--- src/rtl/prf_ram.sv ---
// ----------------------------------------------------------------------------
// prf_ram: generic single-port-write, single-port-read RAM
// One write and one registered read per cycle; contents are not reset.
// ----------------------------------------------------------------------------
`default_nettype none

module prf_ram #(
  parameter int WIDTH = 32,
  parameter int DEPTH = 32
) (
  input  wire logic                     clk,
  input  wire logic                     we,
  input  wire logic [$clog2(DEPTH)-1:0] waddr,
  input  wire logic [WIDTH-1:0]         wdata,
  input  wire logic [$clog2(DEPTH)-1:0] raddr,
  output logic      [WIDTH-1:0]         rdata
);

  logic [WIDTH-1:0] mem [DEPTH];

  // Write port and registered read port.
  always_ff @(posedge clk) begin
    if (we) begin
      mem[waddr] <= wdata;
    end
    rdata <= mem[raddr];
  end

endmodule

`default_nettype wire

--- config.mk ---
export PLATFORM = sky130hd
export DESIGN_NAME = prf_ram
export DESIGN_NICKNAME = d
export VERILOG_FILES = /design/src/rtl/prf_ram.sv
export SDC_FILE = /design/constraint.sdc
export NUM_CORES = 1
export LEC_CHECK = 0
export BUFFER_PORTS_ARGS = -buffer_cell sky130_fd_sc_hd__buf_2
export CAP_MARGIN = 20
export CORE_ASPECT_RATIO = 0.8
export CORE_MARGIN = 2
export CORE_UTILIZATION = 45
export CTS_CLUSTER_SIZE = 30
export DETAILED_ROUTE_END_ITERATION = 10
export MAX_ROUTING_LAYER = met4
export PLACE_DENSITY = 0.56
export SETUP_SLACK_MARGIN = 0.4
export SYNTH_ARGS = -nofsm -noshare
export SYNTH_HDL_FRONTEND = slang
export SYNTH_SLANG_ARGS = --single-unit
export TNS_END_PERCENT = 20
--- constraint.sdc ---
create_clock -name clk -period 3.05 [get_ports clk]
set_input_delay 0.1525 -clock clk [delete_from_list [all_inputs] [get_ports clk]]
set_output_delay 0.1525 -clock clk [all_outputs]
set_load 0.05 [all_outputs]
# Word-level counts from Yosys, hierarchy flattened
# Memories as Yosys holds them, arrays and structs flattened. A register that Yosys moved wholly into a read port is not among the register bits.
# Cells that the tools add are included.
# classes
n_mux,2
# ops
operator,n
two-way mux 1 bit,2
# word_totals
ram_bits,1024
out_inout_bits,32
reg_bits,0
n_memories,1
# memory_table
memory,words,width,rd,rd_clocked_by_memory_dff,write_ports,line_no,rtl
mem,32,32,1,1,1,19,logic [WIDTH-1:0] mem [DEPTH];

# Logic depth before layout (Yosys ltp)
# Gate-level depths: netlist of the first run.
# depth
depth_word,2
depth_mapped,8
mapped_depth_nobuf,5

# Worst setup path after synthesis of the first run
# OpenSTA, ideal clock, no wires.
# synth_timing
kind,input-to-reg
from,input waddr[1]
to,"memory mem[12][0], enable pin"
stages,3
path_buffers,1
arrival_time_ns,2.165
setup_time_ns,0.421
path_slack_ns,0.463
path_cell_list,or3b_2 clkbuf_1 nor2_1
# synth_lines
element,line_no,rtl
"start, declared",13,"input wire logic [$clog2(DEPTH)-1:0] waddr,"
"end, declared",19,
# No word-level cell before the write port.

==> results of run 1 <==
-- state kept, by name (all words and copies together), names as in the netlist --
name and cells:
rdata 32, mem 1024
-- timing repair --
action,4_1_cts,5_1_grt
buffers inserted,0,0
hold endpoints to repair,672,0
resized for setup,0,0
hold buffers,26,0
-- synthesized netlist by cell type (all sizes together) --
cell type	n
and2	1
a22o	64
and2b	1
buf	79
nor3	32
or3	1
a21oi	96
nand2b	2
nand3	98
nand3b	5
a22oi	96
dfxtp	32
nor2b	1
edfxtp	1024
nand2	98
a31oi	32
or2	1
mux2i	512
or3b	3
clkbuf	48
nor2	34
-- cell type report --
cell class,count,area (um2),share of cell area
flip-flops and latches,1056,31390,0.6740
clock buffers,141,2853,0.06125
diodes,2,5.005,0.0001075
multi-input cells,1077,8610,0.1849
repair buffers,195,1789,0.03842
well taps,1200,1501,0.03224
clock inverters,47,426.7,0.009161
-- power by group through the flow --
| stage | clock network [uW] | logic [uW] | registers (uW) |
|---|---|---|---|
| 6_report | 12500 | 1770 | 16200 |
| 5_1_grt | 13200 | 1890 | 16200 |
| 2_1_floorplan | 0 | 833 | 16700 |
| 3_5_place_dp | 0 | 1750 | 16500 |
| 3_3_place_gp | 0 | 1730 | 16500 |
| 4_1_cts | 12700 | 1780 | 16200 |
-- stage by stage --
stage | util | hold slack, ps | power (uW) | worst slack, ps | area [um2]
finish | 0.5218 | 36.58 | 30440 | 1023 | 46570
global route | 0.5218 | 13.99 | 31350 | 910.4 | 46570
CTS | 0.5215 | 3.047 | 30660 | 1094 | 46550
detailed placement | 0.4818 | 587.1 | 18270 | 833.6 | 43010
global placement | 0.4818 | 574.1 | 18250 | 845.4 | 43010
floorplan | - | 251.4 | 17530 | 463.4 | 40490
-- kinds of logic after synthesis --
logic type,synth area share
buffers and inverters,0.01860
DFF,0.7753
and+or+nand+nor,0.03100
AOI/OAI and AO/OA,0.04846
muxes,0.1266
-- critical path, delay by kind of cell --
family | cells | cell delay, ps
buf+inv | 3 | 1050
simple gates | 3 | 820
compound gates | 2 | 490
-- worst paths after layout --
kind | slack, ps | endpoint | depth (start not counted)
setup / recovery | 1020 | rdata[8]$_DFF_P_ | 8
hold / removal | 40 | mem[5][21]$_DFFE_PP_ | 1
setup reg to reg | 1590 | rdata[8]$_DFF_P_ | 5
hold reg to reg | 590 | rdata[26]$_DFF_P_ | 4
-- per-layer routing --
layer  up-vias  GRT usage  routed length [um]
met1     10990     0.3191               46730
met3       147    0.04020                5668
met2       606     0.3626               49830
met4         0    0.05380                2353
met5         -          -                   0
li1       9331          -                   -
==> results.cfg, run 1 <==
[grt]
grt_usage = 0.2318
grt_pass1_vias = 21190
grt_antenna_before_repair = 2
grt_max_degree = 62
grt_pass1_wl_um = 150600
grt-ovfl-total = 0

[clock_network]
clockBufferDepth = 3
insertion_delay_ps = 680
clockRootBuffer = clkbuf_16
clk_pin_slew_ps = 60
cts_buffers = 103
htree_num_levels = 3
cts_tree = built
cts_sinks = 1056

[critical_path]
worstPathCellList = dlygate4sd3_1 > buf_2 > nor2b_4 > buf_4 > a22o_1 > nor3_1 > a31oi_1 > nand3_1
cp-end-kind = flop
r2r-start = mem[7][8]$_DFFE_PP_
path_class = input port to flop
crit_slowest_cell = dlygate4sd3_1
slowest_delay_ps = 510
crit_required_ps = 3550
critPathMaxFanout = 18
crit_start = raddr[2]
worstSetupStartpointType = input port
crit_arrival_ps = 2530

[power_and_ir_drop]
internal-power_uw = 23800
power_frac_clock = 0.409
seqPwrFrac = 0.533
p_sw_uw = 6644
p_leak_uw = 0.01620
comb_power_share = 0.058
irDropWorstVdd_v = 0.0004492
p_per_area_nw_per_um2 = 653.6
power_switching_share = 0.2183

[drt]
viasPerCell = 5.668
drt_pass1_iterations = 5
drt-total-wl_um = 104600
antenna_left = 0
drc = 0
wire_per_inst_um = 28.13
drt_iter0_markers = 2038
vias = 21070

[run]
cap_violations = 0

[logic_synthesis]
synth_area_per_cell_um2 = 17.91
synth_warnings = 0
netlist_top_cells_area = edfxtp_1, mux2i_1, a22oi_1
yosys.area.top_type = edfxtp_1
synth_top_area_share = 0.7595
ys_seq_elements = 1056
seq_area_frac_synth = 0.7754
synth_cells = 2260
netlist_area_um2 = 40490
ys_types = 25
synth_nets = 2304

[final_layout]
final_common_cell = edfxtp_1
fill_cells = 7279
area_growth_pct = 15.04
drive_gt1_frac = 0.1419
layout_common_cells = edfxtp_1, mux2i_1, clkbuf_16
fin_nets = 2477
layout.cells.non_filler = 3718

[sta]
maxSlewHeadroom = 0.2926
period_needed_ps = 2027
timing.final.crit_share = 0.6645
fin_tns_setup_ps = 0
finClkSkew_ps = 25.79
grt_setup_unrepaired = no
final-max-slew-violation-count = 0
finalHoldViolations = 0
worst-slew-pin-transition_ps = 1057
timing.fmax_mhz = 493.4
setup_viol = 0

[floorplanning]
die_w_um = 339.4
initial_core_util = 0.4535
dieArea_um2 = 92400
coreArea_um2 = 89270
placementRows = 98
die_h_um = 272.3
num_io_pins = 76

[place]
place_hpwl_um = 55250
dp_cells = 3501
port_buffers = 75
routabilityCongestion = 0.7781

[status]
status = complete, no violations

[worst_hold_path]
hold_path_class = input port to flop
hold_start = wdata[21]
(Power assumes the default switching activity.)
==> run 2, diff against run 1 <==
Clock period 3.05 ns to 2 ns, I/O delays scaled along.
==> run 2 against run 1 <==
Effect of this change:
- flip-flop and latch count unchanged
- sequential share of layout area down 1.2 points
- utilization up 0.97 points
- sequential power up 52%
- critical path type is now flop to primary output
==> results.cfg, run 2 (synthesis gave the netlist of run 1 again) <==
[status]
status = complete, no violations

[critical_path]
path_class = flop to primary output
crit_slowest_cell = dfxtp_1
path_depth = 1
worstPathCellList = buf_2
r2r-start = mem[3][17]$_DFFE_PP_
crit_start = rdata[15]$_DFF_P_
worstSetupStartpointType = flop
crit_required_ps = 1900
slowest_delay_ps = 480
critPathMaxFanout = 1
reg2reg_to = rdata[17]$_DFF_P_
crit_arrival_ps = 1480
r2r_cells = 6
r2r_slack_ps = 500
crit_end = rdata[15]
crit_family = flip-flops
cp-end-kind = primary output
cp_num_buf_inv = 1

[sta]
timing.final.crit_share = 0.7879
finalHoldViolations = 0
finClkSkew_ps = 34.83
final-max-slew-violation-count = 0
period_needed_ps = 1576
maxSlewHeadroom = 0.6072
timing.fmax_mhz = 634.6
worst-slew-pin-transition_ps = 589.2
finalWorstSetupSlack_ps = 424.1
grt_setup_unrepaired = no
setup_viol = 0
fin_tns_setup_ps = 0

[final_layout]
fin_area_um2 = 47440
drive_gt1_frac = 0.1578
reg_top3 = mem x1024, rdata x32
final_common_cell = edfxtp_1
layout.cells.non_filler = 3777
fill_cells = 7168
area_growth_pct = 17.19
layout_common_cells = edfxtp_1, mux2i_1, clkbuf_16
finish.utilization = 0.5315
fin_nets = 2527
largest_reg_flops = 1024
regMostFlops = mem

[place]
place_area_um2 = 43760
dp_cells = 3546
routabilityCongestion = 0.7697
place_worst_setup_slack_ps = 44.70
place_hpwl_um = 55810
port_buffers = 75

[grt]
grt-ovfl-total = 0
grt_pass1_vias = 21090
grt_antenna_before_repair = 5
grt_max_degree = 54
grt_usage = 0.2321
grt_pass1_wl_um = 150000

[drt]
drt-total-wl_um = 104400
drt_pass1_iterations = 5
drt_iter0_markers = 1963
antenna_left = 0
wire_per_inst_um = 27.64
drc = 0
vias = 21430
viasPerCell = 5.675

[clock_network]
cts_tree = built
clockBufferDepth = 3
cts_buffers = 103
cts_sinks = 1056
postCtsSetupRepairBufs = 0
clk_pin_slew_ps = 60
clockRootBuffer = clkbuf_16
htree_num_levels = 3
insertion_delay_ps = 680

[worst_hold_path]
holdPathStages = 6
hold_path_class = input port to flop

[floorplanning]
num_io_pins = 76
die_w_um = 339.4
die_h_um = 272.3
placementRows = 98
dieArea_um2 = 92400
coreArea_um2 = 89270
initial_core_util = 0.4535

[run]
cap_violations = 0

[power_and_ir_drop]
p_leak_uw = 0.01659
p_per_area_nw_per_um2 = 981.7
irDropWorstVdd_v = 0.0006460
-- run 2: cell types whose count changed in the layout (fill, tap and decap cells not counted), sizes merged --
| cell | before | now |
|---|---|---|
| clkinvlp | 4 | 2 |
| diode | 2 | 4 |
| clkinv | 32 | 42 |
| bufinv | 7 | 6 |
| dlygate4sd3 | 26 | 32 |
| buf | 169 | 213 |
-- run 2: how the worst min path moves through the flow --
stage / startpoint / endpoint
5_1_grt: raddr[2] / rdata[31]$_DFF_P_
3_5_place_dp: rdata[27]$_DFF_P_ / rdata[27]
6_report: raddr[2] / rdata[31]$_DFF_P_
2_1_floorplan: wdata[0] / mem[0][0]$_DFFE_PP_
4_1_cts: raddr[2] / rdata[31]$_DFF_P_
3_3_place_gp: rdata[27]$_DFF_P_ / rdata[27]
-- run 2: layout make-up --
class | count | area [um2] | area share
Tap cell | 1200 | 1501 | 0.03165
Clock buffer | 141 | 2882 | 0.06074
Antenna cell | 4 | 10.01 | 0.0002110
Multi-Input combinational cell | 1077 | 8612 | 0.1815
Clock inverter | 54 | 465.4 | 0.009811
Sequential cell | 1056 | 31390 | 0.6616
Timing Repair Buffer | 245 | 2582 | 0.05443
-- run 2: layer usage --
metal | global-route usage | vias to the layer above | part of all wire
met2 | 0.3510 | 624 | 0.46
met5 | - | - | 0
met1 | 0.3339 | 11210 | 0.47
li1 | - | 9453 | -
met4 | 0.05380 | 0 | 0.020
met3 | 0.03476 | 143 | 0.056
-- run 2: power breakdown --
group / switching (uW) / internal, uW
clock network: 8150 / 10900
logic: 1880 / 940
registers: 129 / 24600
total: 10200 / 36400
-- run 2: worst register-to-register path, stage by stage (launching register included) --
cell	delay (ps)
edfxtp_1	350
mux2i_1	170
a22o_1	150
nor3_1	60
a31oi_1	230
buf_4	170
nand3_1	180
-- run 2: repair_timing --
item                        CTS  global route
hold endpoints to repair   1024             0
resized for setup             1             0
hold buffers                 32             0
setup endpoints to repair     3             0
-- run 2: stage by stage --
step | hold WS, ps | total power, uW
2_1_floorplan | 198.9 | 26740
3_3_place_gp | 572.6 | 27930
3_5_place_dp | 571.1 | 27970
4_1_cts | 10.19 | 46930
5_1_grt | 71.29 | 47960
6_report | 42.77 | 46580
