File: src/rtl/prf_pkg.sv
// ----------------------------------------------------------------------------
// prf_pkg: shared definitions for the parallel recursive filter bank
// Default parameter values, operation and coefficient slot codes, fixed-point
// widths and the tag that travels with each product through the datapath.
// ----------------------------------------------------------------------------
`default_nettype none

package prf_pkg;

  // Default values for the top-level parameters.
  localparam int MAX_SECTIONS_DEF   = 8;
  localparam int SAMPLE_BITS_DEF    = 24;
  localparam int COEF_FRAC_BITS_DEF = 30;

  // Fixed-point formats of the section datapath.
  localparam int COEF_BITS = 32;
  localparam int Y_BITS    = 48;
  localparam int Y_FRAC    = 16;
  localparam int TERM_BITS = 58;  // holds the clamp range of +-2^56
  localparam int OUT_BITS  = 32;

  // Item operation codes.
  localparam logic OP_FILTER = 1'b0;
  localparam logic OP_LOAD   = 1'b1;

  // Coefficient slots within one section.
  localparam logic [1:0] SLOT_F0 = 2'd0;
  localparam logic [1:0] SLOT_F1 = 2'd1;
  localparam logic [1:0] SLOT_G1 = 2'd2;
  localparam logic [1:0] SLOT_G2 = 2'd3;

  // Control tag that follows one partial product down the datapath.
  typedef struct packed {
    logic valid;    // stage holds a live product
    logic ph;       // 0: upper half of the operand, 1: lower half
    logic sec_end;  // last product of a section
    logic last;     // last product of the whole sample
  } tag_t;

endpackage

`default_nettype wire

File: src/rtl/prf_term_unit.sv
// ----------------------------------------------------------------------------
// prf_term_unit: shared coefficient multiplier and term reduction
// Each term c*v is formed from two partial products, c times the upper 32 bits
// of v and c times its lower 16 bits, then reduced to a clamped Q.16 term.
// ----------------------------------------------------------------------------
`default_nettype none

module prf_term_unit #(
  parameter int COEF_FRAC_BITS = prf_pkg::COEF_FRAC_BITS_DEF
) (
  input  wire logic                                  clk,
  input  wire logic                                  rst,
  input  wire logic        [prf_pkg::COEF_BITS-1:0]  coef,
  input  wire logic signed [32:0]                    operand,
  input  wire prf_pkg::tag_t                         tag_in,
  output logic signed      [prf_pkg::TERM_BITS-1:0]  term,
  output prf_pkg::tag_t                              tag_out
);

  import prf_pkg::*;

  localparam int KH = (COEF_FRAC_BITS >= Y_FRAC) ? COEF_FRAC_BITS - Y_FRAC : 0;
  localparam int KL = (COEF_FRAC_BITS < Y_FRAC) ? Y_FRAC - COEF_FRAC_BITS : 0;
  localparam logic signed [65:0] TERM_HI = 66'sd1 <<< 56;
  localparam logic signed [65:0] TERM_LO = -TERM_HI;
  localparam logic signed [65:0] AH_HI   = 66'sd1 <<< 52;
  localparam logic signed [65:0] AH_LO   = -AH_HI;

  logic signed [64:0] prod_q;
  tag_t               tag_m;
  logic signed [63:0] a_q;
  logic signed [48:0] b_s;
  logic signed [63:0] ah;
  logic signed [63:0] a_lo;
  logic signed [65:0] ah_w;
  logic signed [65:0] ah_c;
  logic signed [65:0] lo_sum;
  logic signed [65:0] hi_r;
  logic signed [65:0] a_w;
  logic signed [65:0] lo_r;
  logic signed [65:0] r_w;
  logic signed [65:0] r_c;

  // Multiply stage: one 32 x 33 signed product per cycle.
  always_ff @(posedge clk) begin
    prod_q <= $signed(coef) * operand;
    if (rst) begin
      tag_m <= '0;
    end else begin
      tag_m <= tag_in;
    end
  end

  // Reduction of the two partial products into one term, flooring exactly.
  always_comb begin
    b_s    = prod_q[48:0];
    // Upper product split into the part above and below the fraction point.
    ah     = a_q >>> KH;
    a_lo   = a_q - (ah <<< KH);
    ah_w   = 66'(ah);
    ah_c   = (ah_w > TERM_HI) ? TERM_HI : ((ah_w < TERM_LO) ? TERM_LO : ah_w);
    lo_sum = (66'(a_lo) <<< Y_FRAC) + 66'(b_s);
    hi_r   = ah_c + (lo_sum >>> COEF_FRAC_BITS);
    // Narrow fraction formats scale the upper product up instead.
    a_w    = 66'(a_q);
    lo_r   = (((a_w > AH_HI) ? AH_HI : ((a_w < AH_LO) ? AH_LO : a_w)) <<< KL)
             + (66'(b_s) >>> COEF_FRAC_BITS);
    r_w    = (COEF_FRAC_BITS >= Y_FRAC) ? hi_r : lo_r;
    r_c    = (r_w > TERM_HI) ? TERM_HI : ((r_w < TERM_LO) ? TERM_LO : r_w);
  end

  // Reduction stage: hold the upper product, emit a term with the lower one.
  always_ff @(posedge clk) begin
    if (tag_m.valid && !tag_m.ph) begin
      a_q <= prod_q[63:0];
    end
    if (tag_m.valid && tag_m.ph) begin
      term <= TERM_BITS'(r_c);
    end
    if (rst) begin
      tag_out <= '0;
    end else begin
      tag_out       <= tag_m;
      tag_out.valid <= tag_m.valid & tag_m.ph;
    end
  end

endmodule

`default_nettype wire

File: config.mk
export PLATFORM = sky130hd
export DESIGN_NAME = prf_term_unit
export DESIGN_NICKNAME = d
export VERILOG_FILES = /design/src/rtl/prf_pkg.sv /design/src/rtl/prf_term_unit.sv
export SDC_FILE = /design/constraint.sdc
export NUM_CORES = 2
export LEC_CHECK = 0
export ABC_AREA = 1
export BUFFER_PORTS_ARGS = -buffer_cell sky130_fd_sc_hd__buf_2
export CAP_MARGIN = 5
export CORE_ASPECT_RATIO = 0.8
export CORE_MARGIN = 4
export CORE_UTILIZATION = 35
export DETAILED_ROUTE_END_ITERATION = 6
export GPL_TIMING_DRIVEN = 1
export PLACE_DENSITY_LB_ADDON = 0.12
export SLEW_MARGIN = 20
export SYNTH_ARGS = -nofsm -noshare
export SYNTH_HDL_FRONTEND = slang
export SYNTH_SLANG_ARGS = --single-unit
File: constraint.sdc
create_clock -name clk -period 13.6 [get_ports clk]
set_input_delay 2.04 -clock clk [delete_from_list [all_inputs] [get_ports clk]]
set_output_delay 2.04 -clock clk [all_outputs]
set_load 0.01 [all_outputs]
# After elaboration in Yosys (flattened, before gate mapping)

Cells that the tools add are included.
W data, S select, Z words.

Register bits: 194
Latch bits: 0
Bits in writable memories: 0
Bits in read-only memories: 0
Bits of input ports: 71
Output and inout port bits: 62
Logic and storage cells: 28
Memories kept: 0

Add/subtract/negate cells: 3
Multiply operators: 1
Div/mod/pow operators: 0
Magnitude comparators: 4
Eq/ne operators: 0
Shift operators: 0
Mux-type cells: 3
Bitwise logic cells: 1
Reduce and logical (&&, ||, !) cells: 4

Operator list:

| kind                   | number |
|---|---|
| $mux W66               | 2 |
| $add A66 B36 Y66       | 1 |
| $add A66 B49 Y66       | 1 |
| $gt A66 B58 Y1 const B | 1 |
| $lt A66 B57 Y1 const B | 1 |
| $mul A32 B33 Y64       | 1 |
| $gt A50 B58 Y1 const B | 1 |
| $mux W58               | 1 |
| $lt A50 B57 Y1 const B | 1 |
| $sub A50 B50 Y50       | 1 |
| $logic_and A1 B1 Y1    | 2 |
| $reduce_or A2 Y1       | 1 |
| $and A1 B1 Y1          | 1 |
| $logic_not A1 Y1       | 1 |

# Longest topological paths before layout

Depth in word-level cells: 6
Depth in mapped cells: 32
Depth with buffers taken out: 30

# Worst setup path before layout

OpenSTA, ideal clock, no wires.

Kind: input to register
From: in operand[32]
To: reg prod_q[63]
Arrival time: 8.917 ns
Slack: 4.567 ns
Cell stages on the path: 27
Path through: clkbuf_1 > clkbuf_1 > nand2_1 > inv_1 > fa_1 > fa_1 > fa_1 > inv_1 > fa_1 > inv_1 > fa_1 > fa_1 > inv_1 > fa_1 > inv_1 > fa_1 > ha_1 > nand2_1 > nor2_1 > inv_1 > nor2_1 > nand2_1 > nor3_1 > a21boi_0 > nor2_1 > nand2_1 > nand2_1

Longest elaborated chain between the ends: 1

Ends and longest elaborated chain:

| element              | line                | RTL |
|---|---|---|
| from (decl)          | prf_term_unit.sv:14 | `input wire logic signed [32:0] operand,` |
| $mul A32 B33 Y64     | prf_term_unit.sv:46 | `prod_q <= $signed(coef) * operand;` |
| to (signal assigned) | prf_term_unit.sv:46 |  |
| to (decl)            | prf_term_unit.sv:29 | `logic signed [64:0] prod_q;` |

No other way between the ends.
A chain may end at the register's enable or synchronous reset.

# Final worst setup path

From: in coef[6] (netlist bit)
To: reg prod_q[54]

Longest elaborated chain between the ends: 1

Ends and longest elaborated chain:

| element          | line                | RTL |
|---|---|---|
| from (decl)      | prf_term_unit.sv:13 | `input wire logic [prf_pkg::COEF_BITS-1:0] coef,` |
| $mul A32 B33 Y64 | prf_term_unit.sv:46 |  |

No other way between the ends.

==> impl_results.md <==
* Clock-pin slew on the worst setup and hold paths at 0.09 ns
* Setup Viol. Count Final at 0
* Cell count after synthesis at a little over 6000
* Cell Area, Synth at 49100 um2
* Post-detail-place hpwl at 130000 um
* Worst Setup Slack post-DPL at 3.33 ns
* Drt initial violations at 2679
* Worst hold margin at 0.393 ns
* Global route total overflow at 0
* Routed wire per std cell at 19.2 um
* PortBufs at 132
* Nets at 7503
* Synth cell types at 43
* Critical path class: in -> reg
* Achievable Freq at 0.102 GHz
* Post-layout util at 37.4%
* Setup TNS at 0 ns
* Number of synthesized register bits at 194
* Vias/cell at approximately 4.7
* GRT Util Overall at a little over a fifth
* CP Capture Type: flop
* Syn nets at 7557
* Io pins at 133
* Die area at 146000 um2
* Crit Path Max Fanout at 33
* Area of the core at 139000 um2
* Worst-margin pin slew at approximately 1 ns
* First-pass GRT wire length at between 200000 and 250000 um
* Minimum clock period at 9.80 ns
* Largest net degree at the start of global routing at 65
* Period utilisation layout at 72.1%
* CTS tree: yes
* Post-CTS Setup Bufs at 0
* Number of placement rows at 122
* Final Skew at 0.0210 ns
* Vias in the first global route at 40100
* Die Width at 427 um
* GPL Wtd Cong at ~0.95
* Post-CTS Hold Fix Bufs at 0
* Area Overhead vs Synth at 5.80%
* Initial core utilization at 35.3%
* HP Class: reg -> reg
* Initial antenna violation count at 2
* H-tree depth at 4
* FILL cells at approximately 15000
* Startpoint Class: primary input
* Clock Latency Late Sink at 0.47 ns
* Clk sinks at around 190
* Cts bufs inserted at 17
* Gates resized, CTS repair at 0
* Max-cap viol count at 0
* Vias at 37100
* Most frequently used flop master after synthesis: edfxtp_1
* Synth async-reset ratio at 0%
* Synth Warn # at 0
* DRC viols at 0
* Slew Limit Fails at 0
* Commonest non-fill, non-tap cell in the layout: inv_1
* Die height at 343 um
* Number of synthesized flops with an enable pin at roughly 120
* Crit path DAT at 10.17 ns
* Post-DRT Antenna Nets at 0
* Mean area per synthesized cell at 8.00 um2
* DR pass1 iterations at 5
* CTS max path bufs at 2
* Status: finished clean
* CP required at around 14 ns
* Most frequent cells in the layout: inv_1, nand2_1, fa_1
* Clock tree root driver cell: clkbuf_16
* RSZ-0062 raised after global routing: false
* Min setup slack post-route at 3.80 ns
* Sequential area share after synthesis at 10.4%
* Drt total wl at 152000 um
* Layout cells sized above 1 at 3.99%
* Relative slew slack at 33.3%
* Final hold viol count at 0
[cells by family after synthesis]
| logic type | synth area share [%] |
|---|---|
| xor+xnor | 1.83 |
| buf+inv | 15.3 |
| simple gates | 17.6 |
| flops | 10.4 |
| fa+ha+maj | 51.3 |
| compound gates | 3.52 |
[layout make-up]
class                           instances  area [um2]  area share, %
Clock buffer                           19         433          0.833
Antenna cell                            1        2.50        0.00482
Multi-Input combinational cell       3948       36500           70.2
Clock inverter                         13         103          0.198
Tap cell                             1860        2330           4.48
Inverter                             1756        6590           12.7
Sequential cell                       194        5100           9.83
Timing Repair Buffer                  164         901           1.73
[synth_stat cells, types with 2 or more instances]
master       n  area share [%]
a21oi_1    160             1.6
a31oi_1     13            0.17
a21boi_0     5           0.076
nor3b_1      2           0.031
a21oi_2      3           0.054
nor2_2      18            0.23
buf_2        2           0.020
xnor2_1     37            0.66
nor3_1      33            0.34
nand2b_1     2           0.025
fa_1      1104              45
dfxtp_1     72             2.9
nand2_1   1600              12
nor4_1       6           0.076
buf_6        5            0.11
nand3_2      5            0.10
o21ai_0     86            0.88
ha_1       247             6.3
nand2_2      3           0.038
xor2_1      64             1.1
inv_1     1754              13
or2_2       10            0.13
nor2_1     338             2.6
nand4_1     32            0.41
o211ai_1     2           0.031
o21a_1       6           0.092
buf_1        8           0.061
o21bai_1    29            0.44
nand3b_1     7            0.11
edfxtp_1   122             7.5
a21o_1       6           0.092
clkbuf_1   222             1.7
a31o_2       2           0.036
nand3_1    121             1.2
[metal layers]
| metal | GRT usage (%) | vias to the layer above | part of all wire, % |
|---|---|---|---|
| met3 | 2.41 | 88 | 5.1 |
| met5 | 0 | - | 0 |
| li1 | - | 17300 | - |
| met1 | 33.2 | 18800 | 50 |
| met4 | 2.39 | 0 | 0.90 |
| met2 | 33.6 | 854 | 44 |
[registers in the layout, indices dropped and copies added, names as in the netlist]
| register | count |
|---|---|
| term | 58 |
| tag_out | 4 |
| prod_q | 64 |
| a_q | 64 |
| tag_m | 4 |
[critical path, cell delays in order]
cell and delay, ns:
buf_2 0.63, nand2_1 0.20, inv_1 0.13, fa_1 0.47, inv_1 0.21, fa_1 0.48, inv_1 0.19, fa_1 0.45
inv_1 0.17, fa_1 0.58, inv_1 0.48, fa_1 0.54, fa_1 0.54, inv_1 0.05, fa_1 0.47, inv_1 0.05
fa_1 0.45, ha_1 0.40, nand2_1 0.14, nor2_1 0.17, inv_1 0.10, nor2_1 0.31, nand2_1 0.14, nor3_1 0.40
nand2_1 0.19, nand4_1 0.13, nand2_1 0.06
[through the flow]
| stage | cells | cell area, um2 |
|---|---|---|
| 5_1_grt | 7955 | 51900 |
| 2_1_floorplan | 6135 | 49100 |
| 4_1_cts | 7954 | 51900 |
| 3_3_place_gp | 7922 | 51400 |
| 3_5_place_dp | 7922 | 51400 |
| 6_report | 7955 | 51900 |
[path summary, 6_finish.rpt]
path	start	endpoint	slack [ns]	cells past startpoint
worst max-delay path	coef[6]	prod_q[54]	3.80	27
worst min-delay path	tag_m[1]	tag_out[1]	0.39	2
worst max register to register	a_q[8]	term[35]	8.53	22
worst min register to register	tag_m[1]	tag_out[1]	0.39	2
Power is left out: the tool's default activity adds up to more than one toggle a clock period on the data nets, which glitch-free logic cannot reach.
